===== config.mk =====
export PLATFORM = sky130hd
export DESIGN_NAME = uart_8250_register_block_unit
export DESIGN_NICKNAME = d
export VERILOG_FILES = /design/src/u8250_pkg.sv /design/src/u8250_core.sv /design/src/uart_8250_register_block_unit.sv
export SDC_FILE = /design/constraint.sdc
export NUM_CORES = 1
export LEC_CHECK = 0
export ABC_AREA = 1
export BUFFER_PORTS_ARGS = -buffer_cell sky130_fd_sc_hd__buf_2
export CORE_UTILIZATION = 56
export CTS_CLUSTER_SIZE = 16
export DETAILED_ROUTE_END_ITERATION = 7
export PLACE_DENSITY = 0.78
export SYNTH_ARGS = -nofsm -noshare
export SYNTH_HDL_FRONTEND = slang
export SYNTH_HIERARCHICAL = 1
export SYNTH_SLANG_ARGS = --single-unit

===== constraint.sdc =====
create_clock -name clk_i -period 5.3 [get_ports clk_i]
set_input_delay 1.06 -clock clk_i [delete_from_list [all_inputs] [get_ports clk_i]]
set_output_delay 1.06 -clock clk_i [all_outputs]
set_load 0.01 [all_outputs]

===== src/u8250_pkg.sv =====
// ----------------------------------------------------------------------------
// u8250_pkg
// Types and constants shared by the 8250-style UART register block.
// ----------------------------------------------------------------------------
`default_nettype none

package u8250_pkg;

  typedef enum logic [1:0] {
    KIND_READ  = 2'd0,
    KIND_WRITE = 2'd1,
    KIND_RX    = 2'd2,
    KIND_NOP   = 2'd3
  } kind_e;

  typedef enum logic [1:0] {
    FAULT_NONE      = 2'd0,
    FAULT_LOAD_MIS  = 2'd1,
    FAULT_STORE_MIS = 2'd2,
    FAULT_ILLEGAL   = 2'd3
  } fault_e;

  typedef enum logic [2:0] {
    SIZE_BYTE_U = 3'd0,
    SIZE_BYTE_S = 3'd1,
    SIZE_HALF   = 3'd2,
    SIZE_WORD   = 3'd3
  } size_e;

  // register offsets
  localparam logic [2:0] ADDR_RBR = 3'd0;
  localparam logic [2:0] ADDR_IER = 3'd1;
  localparam logic [2:0] ADDR_IIR = 3'd2;
  localparam logic [2:0] ADDR_LCR = 3'd3;
  localparam logic [2:0] ADDR_MCR = 3'd4;
  localparam logic [2:0] ADDR_LSR = 3'd5;
  localparam logic [2:0] ADDR_MSR = 3'd6;

  localparam int unsigned DLAB_BIT  = 7;
  localparam int unsigned SRC_THRE  = 1;
  localparam logic [7:0]  LSR_FIXED = 8'h60;
  localparam logic [7:0]  MSR_FIXED = 8'hB0;

  typedef struct packed {
    logic [1:0] kind;
    logic [2:0] reg_addr;
    logic [2:0] access_size;
    logic [7:0] write_data;
    logic [7:0] rx_byte;
  } in_t;

  typedef struct packed {
    logic [31:0] read_data;
    logic [1:0]  fault;
    logic        tx_valid;
    logic [7:0]  tx_byte;
    logic        irq;
  } out_t;

endpackage

`default_nettype wire


===== src/u8250_core.sv =====
// ----------------------------------------------------------------------------
// u8250_core
// Register file state and per-beat decode: bus read/write, receive event and
// the interrupt update. State advances on step_i; result_o is combinational.
// ----------------------------------------------------------------------------
`default_nettype none

module u8250_core (
  input  logic             clk_i,
  input  logic             rst_ni,
  input  logic             step_i,
  input  u8250_pkg::in_t   item_i,
  output u8250_pkg::out_t  result_o
);
  import u8250_pkg::*;

  logic [7:0] lcr_q, lcr_d;
  logic [7:0] ier_q, ier_d;
  logic [7:0] mcr_q, mcr_d;
  logic [7:0] dll_q, dll_d;
  logic [7:0] dlh_q, dlh_d;
  logic [1:0] pend_q, pend_d;
  logic       cur_q, cur_d;
  logic       rx_rdy_q, rx_rdy_d;
  logic [7:0] rx_hold_q, rx_hold_d;

  logic       dlab;
  logic [7:0] rbyte;
  logic [1:0] pend_w;
  logic       do_read;
  logic       do_write;

  assign dlab = lcr_q[DLAB_BIT];

  always_comb begin
    lcr_d     = lcr_q;
    ier_d     = ier_q;
    mcr_d     = mcr_q;
    dll_d     = dll_q;
    dlh_d     = dlh_q;
    pend_w    = pend_q;
    cur_d     = cur_q;
    rx_rdy_d  = rx_rdy_q;
    rx_hold_d = rx_hold_q;
    rbyte     = '0;
    do_read   = 1'b0;
    do_write  = 1'b0;
    result_o  = '0;

    unique case (kind_e'(item_i.kind))
      KIND_READ: begin
        priority if (item_i.access_size == SIZE_BYTE_U ||
                     item_i.access_size == SIZE_BYTE_S) begin
          do_read = 1'b1;
        end else if (item_i.access_size == SIZE_HALF ||
                     item_i.access_size == SIZE_WORD) begin
          result_o.fault = FAULT_LOAD_MIS;
        end else begin
          result_o.fault = FAULT_ILLEGAL;
        end
      end
      KIND_WRITE: begin
        priority if (item_i.access_size == SIZE_BYTE_U ||
                     item_i.access_size == SIZE_BYTE_S) begin
          do_write = 1'b1;
        end else if (item_i.access_size == SIZE_HALF ||
                     item_i.access_size == SIZE_WORD) begin
          result_o.fault = FAULT_STORE_MIS;
        end else begin
          result_o.fault = FAULT_ILLEGAL;
        end
      end
      KIND_RX: begin
        rx_hold_d = item_i.rx_byte;
        rx_rdy_d  = 1'b1;
      end
      default: ;
    endcase

    if (do_read) begin
      unique case (item_i.reg_addr)
        ADDR_RBR: begin
          if (dlab) begin
            rbyte = dll_q;
          end else if (rx_rdy_q) begin
            rbyte    = rx_hold_q;
            rx_rdy_d = 1'b0;
          end
        end
        ADDR_IER: rbyte = dlab ? dlh_q : ier_q;
        ADDR_IIR: begin
          rbyte = {6'd0, cur_q, ~|pend_q};
          // reading IIR acknowledges a THRE interrupt
          if (cur_q) pend_w[SRC_THRE] = 1'b0;
        end
        ADDR_LCR: rbyte = lcr_q;
        ADDR_MCR: rbyte = mcr_q;
        ADDR_LSR: rbyte = LSR_FIXED | {7'd0, rx_rdy_q};
        ADDR_MSR: rbyte = MSR_FIXED;
        default:  rbyte = '0;
      endcase
      result_o.read_data = (item_i.access_size == SIZE_BYTE_S)
                         ? {{24{rbyte[7]}}, rbyte} : {24'd0, rbyte};
    end

    if (do_write) begin
      unique case (item_i.reg_addr)
        ADDR_RBR: begin
          if (dlab) begin
            dll_d = item_i.write_data;
          end else begin
            result_o.tx_valid = 1'b1;
            result_o.tx_byte  = item_i.write_data;
            pend_w[SRC_THRE]  = 1'b1;
          end
        end
        ADDR_IER: begin
          if (dlab) dlh_d = item_i.write_data;
          else      ier_d = item_i.write_data;
        end
        ADDR_LCR: lcr_d = item_i.write_data;
        ADDR_MCR: mcr_d = item_i.write_data;
        default: ;
      endcase
    end

    // interrupt update: data-ready into bit 0, mask by IER, pick highest
    pend_d = {pend_w[1], rx_rdy_d} & ier_d[1:0];
    if (|pend_d) cur_d = pend_d[1];
    result_o.irq = |pend_d;
  end

  always_ff @(posedge clk_i or negedge rst_ni) begin
    if (!rst_ni) begin
      lcr_q     <= '0;
      ier_q     <= '0;
      mcr_q     <= '0;
      dll_q     <= '0;
      dlh_q     <= '0;
      pend_q    <= '0;
      cur_q     <= 1'b0;
      rx_rdy_q  <= 1'b0;
      rx_hold_q <= '0;
    end else if (step_i) begin
      lcr_q     <= lcr_d;
      ier_q     <= ier_d;
      mcr_q     <= mcr_d;
      dll_q     <= dll_d;
      dlh_q     <= dlh_d;
      pend_q    <= pend_d;
      cur_q     <= cur_d;
      rx_rdy_q  <= rx_rdy_d;
      rx_hold_q <= rx_hold_d;
    end
  end

endmodule

`default_nettype wire


===== src/uart_8250_register_block_unit.sv =====
// ----------------------------------------------------------------------------
// uart_8250_register_block_unit
// 8250-style UART register file with bus, receive and transmit events.
// ----------------------------------------------------------------------------
// Usage:
//   Input channel (in_valid_i / in_ready_o / in_data_i) carries one event per
//   beat: a bus read, a bus write or a received serial byte.
//   Output channel (out_valid_o / out_ready_i / out_data_o) returns exactly
//   one result beat per input beat, in order: read data, fault code, the
//   transmitted byte if THR was written, and the irq level after the update.
//   The register state and the result register load on the edge that accepts
//   the input beat. Throughput is one beat per cycle, set by the single result
//   register; in_ready_o is high whenever that register is empty or is being
//   drained in the same cycle.
//   When the receiver stalls, the result is held and in_ready_o drops until
//   it is taken; no events are lost.
//   Reset clears all UART registers, the interrupt state and the receive
//   holding register, and empties the result register.
// ----------------------------------------------------------------------------
`default_nettype none

module uart_8250_register_block_unit (
  input  logic             clk_i,
  input  logic             rst_ni,
  input  logic             in_valid_i,
  output logic             in_ready_o,
  input  u8250_pkg::in_t   in_data_i,
  output logic             out_valid_o,
  input  logic             out_ready_i,
  output u8250_pkg::out_t  out_data_o
);
  import u8250_pkg::*;

  logic out_valid_q;
  out_t out_q;
  out_t result;
  logic in_fire;

  assign in_ready_o = !out_valid_q || out_ready_i;
  assign in_fire    = in_valid_i && in_ready_o;

  u8250_core u_core (
    .clk_i    (clk_i),
    .rst_ni   (rst_ni),
    .step_i   (in_fire),
    .item_i   (in_data_i),
    .result_o (result)
  );

  always_ff @(posedge clk_i or negedge rst_ni) begin
    if (!rst_ni) begin
      out_valid_q <= 1'b0;
    end else if (in_ready_o) begin
      out_valid_q <= in_valid_i;
    end
  end

  always_ff @(posedge clk_i) begin
    if (in_fire) begin
      out_q <= result;
    end
  end

  assign out_valid_o = out_valid_q;
  assign out_data_o  = out_q;

endmodule

`default_nettype wire


==> summary.md, run 1 <==
| Metric | Value |
|---|---|
| Final setup vio count | 0 |
| Die width | between 80 and 90 um |
| Critical path class | reg2reg |
| Buffers on Ports | 73 |
| Worst-margin pin slew | 1.14 ns |
| Global-route wire length before repair | 13.8 mm |
| EDFF count, synth | between 40 and 50 |
| Synth Area per Inst | 10.0 um2 |
| Top cell type's share of synthesized area | a little under a third |
| Post-synthesis register bit count | 97 |
| Drt first pass iters | 5 |
| Final Non-Filler Cells | 585 |
| Share of layout cells above drive strength 1 | between 20% and 30% |
| Worst Clk Skew | 0.0139 ns |
| Post-CTS Resized | 0 |
| Gate power share | around 9.0% |
| Rel. slew slack | 23.6% |
| Hold Buf Count CTS | 0 |
| Post-layout min period | about 2.9 ns |
| Placer Congestion | 0.890 |
| Final hold vios | 0 |
| Switching Fraction | 26.2% |
| TritonCTS Buffers | 9 |
| Routed wire length per instance | 14.7 um |
| Max-Cap Viols | 0 |
| Postcts setup bufs | 0 |
| Slew Limit Fails | 0 |
| Total leakage power | 2.21 nW |
| Largest area contributor in the netlist | dfrtp_1 |
| Yosys cell types | 30 |
| Vias in the first global route | between 2000 and 3000 |
| # nets final | 509 |
| Arr. time, crit path | 2.89 ns |
| CTS root buffer | clkbuf_8 |
| Row cnt | 31 |
| CP max FO | 24 |
| Post-route ant nets | 0 |
| Synth top area cells | dfrtp_1, edfxtp_1, nand2_1 |
| Violation count after the first detailed-routing iteration | 291 |
| Int Pwr | 0.00110 W |
| PD cells | about 310 nW/um2 |
| All-Layer GR Usage | a little under a quarter |
| Crit-path slowest cell | nor3_2 |
| DRC Markers | 0 |
| Status | finished clean |
| Initial antenna violation count | 0 |
| Dpl hpwl | 5.94 mm |
| Post-Route WL | 8.59 mm |
| Worst setup EP type | flip-flop |
| Number of top-level pins | 74 |
| Die Ht | 89.3 um |
| Post-synthesis sequential area ratio | 62.0% |
| CTS clock-pin slew for the worst setup and hold paths | 0.11 ns |
| Clock group share of total power | 34.1% |
| Sw Pwr | between 0.0003 and 0.0004 W |
| Fmax | 0.349 GHz |
| Clock Tree Buf Depth | 2 |
| Synthesized area | 4270 um2 |
| Largest net degree at the start of global routing | 54 |
| Most common cell in the netlist | nand2_1 |
| Crit-path max cell delay | 0.86 ns |
| VDD IR max | 0.000174 V |
| Crit-path cells | inv_1, o211ai_1, nor2_1, nor3_2 |
| GRT overflow | 0 |
| CTS tree | done |
| Top_reg_cell synth | dfrtp_1 |
| Total Neg Setup Slack | 0 ns |
| Vias/cell | 5.28 |
| Post-route clock period utilization | between 50% and 60% |
| Worst setup SP type | flip-flop |
| Overall die area | between 7000 and 8000 um2 |
| RSZ-0062 raised after global routing | false |
| Reg power frac | 56.8% |
| Clock Sinks | 97 |
| Clk Latency, worst-skew pair | 0.38 ns |
| Class of the worst hold path | reg2reg |
| YS warnings | 6 |
| Final core occ | 65.1% |
| Area growth, synth to finish | 11.8% |
| Core area | 7330 um2 |
| Detailed-route via count | 3086 |
| Commonest cells post-synth | nand2_1, dfrtp_1, edfxtp_1 |
| H-tree Lvls | 3 |
| Required @ worst endpoint | about 5.3 ns |
| Post-Syn Instances | 427 |
| ANT cells | 0 |
| Inst Count DP | 569 |
| Mapped Nets | roughly 460 |
| Initial Util | 58.3% |
| Ys async rst share | 54.6% |
## worst paths after layout
path / cells past startpoint / start / slack (ns) / to
max reg2reg: 4 / u_core/lcr_q[7] / 2.43 / out_data_o[39]
max: 4 / u_core/lcr_q[7] / 2.43 / out_data_o[39]
min in group asynchronous: 2 / rst_ni / 0.79 / u_core/dlh_q[4]
min reg2reg: 2 / u_core/rx_hold_q[2] / 0.49 / u_core/rx_hold_q[2]
max in group asynchronous: 2 / rst_ni / 4.06 / u_core/pend_q[1]
min: 2 / u_core/rx_hold_q[2] / 0.49 / u_core/rx_hold_q[2]
## worst max-delay path, delay by kind of cell (launching register included)
| kind | cells | cell delay, ns |
|---|---|---|
| AOI/OAI and AO/OA | 1 | 0.29 |
| buffers and inverters | 1 | 0.47 |
| DFF | 1 | 0.79 |
| and+or+nand+nor | 2 | 0.96 |
## sequential cells by signal, indices dropped and copies added (netlist names), 2 cells and up
register / flops
out_data_o: 44
u_core/dlh_q: 8
u_core/dll_q: 8
u_core/ier_q: 8
u_core/lcr_q: 8
u_core/mcr_q: 8
u_core/pend_q: 2
u_core/rx_hold_q: 8
## routing by layer
metal,track usage [%],vias to the layer above,share of wire (%)
met3,5.45,18,7.4
li1,-,1482,-
met5,0,-,0
met2,36.9,133,46
met4,12.0,0,2.2
met1,32.0,1453,45
## power groups by stage
stage          Clock (W)  Sequential (W)  Combinational (W)
2_1_floorplan          0        0.000868          0.0000730
3_3_place_gp           0        0.000865           0.000132
3_5_place_dp           0        0.000865           0.000136
4_1_cts         0.000524        0.000849           0.000136
5_1_grt         0.000548        0.000855           0.000155
6_report        0.000510        0.000850           0.000135
## metrics by stage
stage / power (W) / area (um2) / setup slack (ns) / hold slack (ns)
finish: 0.00149 / 4780 / 2.43 / 0.485
global route: 0.00156 / 4780 / 2.19 / 0.514
CTS: 0.00151 / 4780 / 2.49 / 0.485
detailed placement: 0.00100 / 4550 / 2.16 / 0.459
global placement: 0.000997 / 4550 / 2.26 / 0.461
floorplan: 0.000941 / 4270 / 0.684 / 0.436
## placed cells by master (no fill, tap or decap), types with 2 or more instances in the layout
cell type  instances
inv_6              3
nand2_1          152
nor2_4             3
edfxtp_1          44
inv_2              3
nand3_1           10
a21oi_1           10
o21ai_0           36
buf_2             73
nand3_4            2
o22ai_1            2
clkinv_8           2
buf_4              2
clkbuf_8           9
nor3_2             2
inv_1             25
a41oi_1            2
nand2_4            2
dfrtp_1           53
nand4_1            2
nor3_1             4
o21ai_2            8
nand2_2            3
nor2_1            24
## layout make-up
| class | count | area (um2) |
|---|---|---|
| Inverter | 28 | 105 |
| Fill cell | 589 | 2550 |
| Timing Repair Buffer | 75 | 380 |
| Clock inverter | 7 | 97.6 |
| Multi-Input combinational cell | 270 | 1300 |
| Sequential cell | 97 | 2650 |
| Tap cell | 99 | 124 |
| Clock buffer | 9 | 124 |
## kinds of logic (layout without fill, tap and decap cells)
logic type      count (synthesis)  count (layout)  share of synthesized area [%]
simple gates                  208             208                           21.7
flops                          97              97                           62.0
compound gates                 62              62                           8.32
buf+inv                        60             119                           8.03
Power figures use the tool's default switching activity.
==> inputs of run 2 (changes only) <==
==> constraint.sdc (replaced) <==
create_clock -name clk_i -period 2.9 [get_ports clk_i]
set_input_delay 0.58 -clock clk_i [delete_from_list [all_inputs] [get_ports clk_i]]
set_output_delay 0.58 -clock clk_i [all_outputs]
set_load 0.01 [all_outputs]
==> run 2 against run 1 <==
Against the previous run:
- clock-buffer cell count unchanged
- die area unchanged
- critical endpoint is now out_data_o[21]
- largest cell class unchanged
- cell area increased by 0.50%
- via count decreased by 1.5%
- maximum frequency increased by 20%
- sequential power increased by 82%
- clock skew decreased by 0.0051 ns
- critical path depth increased by 1
- combinational power increased by 84%
- wire length decreased by 2.4%
- hold slack got worse by 0.15 ns
==> summary.md, run 2 (synthesis gave the netlist of run 1 again) <==
| Metric | Value |
|---|---|
| Clock Tree Buf Depth | 2 |
| Instance count on the critical path | 5 |
| Vias in the first global route | between 2000 and 3000 |
| Hold Worst Slack | 0.337 ns |
| Initial Util | 58.3% |
| Row cnt | 31 |
| Detail Route met2 WL | 3.85 mm |
| R2r worst-path depth | 5 |
| All-Layer GR Usage | 22.8% |
| Final setup vio count | 0 |
| Crit Reg-Reg Endpoint | out_data_o[21] |
| Hold Buf Count CTS | 0 |
| Worst setup startpoint | u_core/lcr_q[7] |
| Dpl hpwl | a little over 6 mm |
| Die Ht | around 90 um |
| Final hold vios | 0 |
| Post-route clock period utilization | 82.1% |
| CP bufs+invs | 0 |
| RSZ-0062 raised after global routing | false |
| Required @ worst endpoint | 2.90 ns |
| Detailed-route via count | roughly 3000 |
| Crit-path max cell delay | between 0.8 and 0.9 ns |
| Vias/cell | around 5.2 |
| Crit-path cells | nor2_2, a21boi_0, o21ai_0, nor2_1, nor3_2 |
| VDD IR max | 0.000316 V |
| Clock Sinks | 97 |
| Share of layout cells above drive strength 1 | 25.3% |
| Worst setup EP type | flip-flop |
| Initial antenna violation count | 0 |
| # nets final | 514 |
| Most frequent cells in the layout | nand2_1, buf_2, dfrtp_1, edfxtp_1, o21ai_0 |
| TritonCTS Buffers | 9 |
| DRC Markers | 0 |
| Post-CTS Resized | 0 |
| Total leakage power | 2.23 nW |
| Commonest non-fill, non-tap cell in the layout | nand2_1 |
| Max-Cap Viols | 0 |
| Top sig layer | met4 |
| Met3 Wirelength | 499 um |
| Drt first pass iters | 5 |
| CTS tree | done |
| Largest net degree at the start of global routing | 54 |
| Global-route wire length before repair | 13.2 mm |
| Number of flip-flops under the largest register name | 44 |
| Critical path class | reg2reg |
| Postcts setup bufs | 0 |
| Clk Latency, worst-skew pair | 0.35 ns |
| Number of top-level pins | 74 |
| Placer Congestion | 1.04 |
| Status | finished clean |
| Core area | roughly 7300 um2 |
| CP max FO | 24 |
| Arr. time, crit path | 2.38 ns |
| Buffers on Ports | 73 |
| Worst Clk Skew | 0.00882 ns |
| Worst-margin pin slew | 1.07 ns |
| Post-route ant nets | 0 |
| Fmax | 0.420 GHz |
| Area growth, synth to finish | 12.4% |
| Violation count after the first detailed-routing iteration | about 270 |
| R2r setup slk | 0.52 ns |
| Critical path's top delay family | simple AND/OR/NAND/NOR gates |
| Class of the worst hold path | in2async |
| Post-Route WL | 8.39 mm |
| Routed wire length per instance | 14.2 um |
| H-tree Lvls | 3 |
| Post-layout min period | around 2.4 ns |
| Rel. slew slack | 28.2% |
| CTS clock-pin slew for the worst setup and hold paths | 0.10 ns |
| Crit-path slowest cell | nor3_2 |
| Metal-1 WL | ~3.8 mm |
| Setup crit end | out_data_o[21] |
| GRT overflow | 0 |
| Overall die area | 7980 um2 |
| Die width | 89.3 um |
| Filler cells | 614 |
| FF-to-FF Start | u_core/lcr_q[7] |
| PD cells | approximately 560 nW/um2 |
| ANT cells | 0 |
| CTS root buffer | clkbuf_8 |
| Slew Limit Fails | 0 |
| Total Neg Setup Slack | 0 ns |
| Worst setup SP type | flip-flop |
## run 2: worst min-delay path by stage
| stage | from | to | slack (ns) |
|---|---|---|---|
| after CTS | rst_ni | u_core/dll_q[3] | 0.35 |
| after global placement | u_core/rx_hold_q[6] | u_core/rx_hold_q[6] | 0.46 |
| after detailed placement | u_core/rx_hold_q[3] | u_core/rx_hold_q[3] | 0.46 |
| after global routing | rst_ni | u_core/dll_q[3] | 0.40 |
| after floorplan | rst_ni | out_valid_o | 0.28 |
| final | rst_ni | u_core/rx_rdy_q | 0.34 |
## run 2: metrics by stage
stage	setup WS, ns	std cells	power, W	utilization [%]	area (um2)
2_1_floorplan	0.282	427	0.00172	-	4290
3_3_place_gp	0.354	574	0.00182	62.6	4590
3_5_place_dp	0.229	574	0.00183	62.6	4590
4_1_cts	0.503	590	0.00271	65.5	4800
5_1_grt	0.333	590	0.00281	65.5	4800
6_report	0.518	590	0.00269	65.5	4800
## run 2: power breakdown
part           switching, W  internal (W)
Sequential        0.0000390       0.00151
Combinational      0.000165     0.0000839
Clock              0.000476      0.000415
## run 2: metal layers
| metal | GRT usage [%] | vias up |
|---|---|---|
| met5 | 0 | - |
| met4 | 10.8 | 0 |
| met3 | 2.77 | 18 |
| met2 | 36.2 | 126 |
| met1 | 31.4 | 1398 |
| li1 | - | 1497 |
## run 2: cell type report
cell class	count	area [um2]	area share, %
Sequential cell	97	2650	55.2
Multi-Input combinational cell	270	1300	27.0
Timing Repair Buffer	80	418	8.71
Clock buffer	9	124	2.58
Tap cell	99	124	2.58
Inverter	28	105	2.19
Clock inverter	7	83.8	1.75
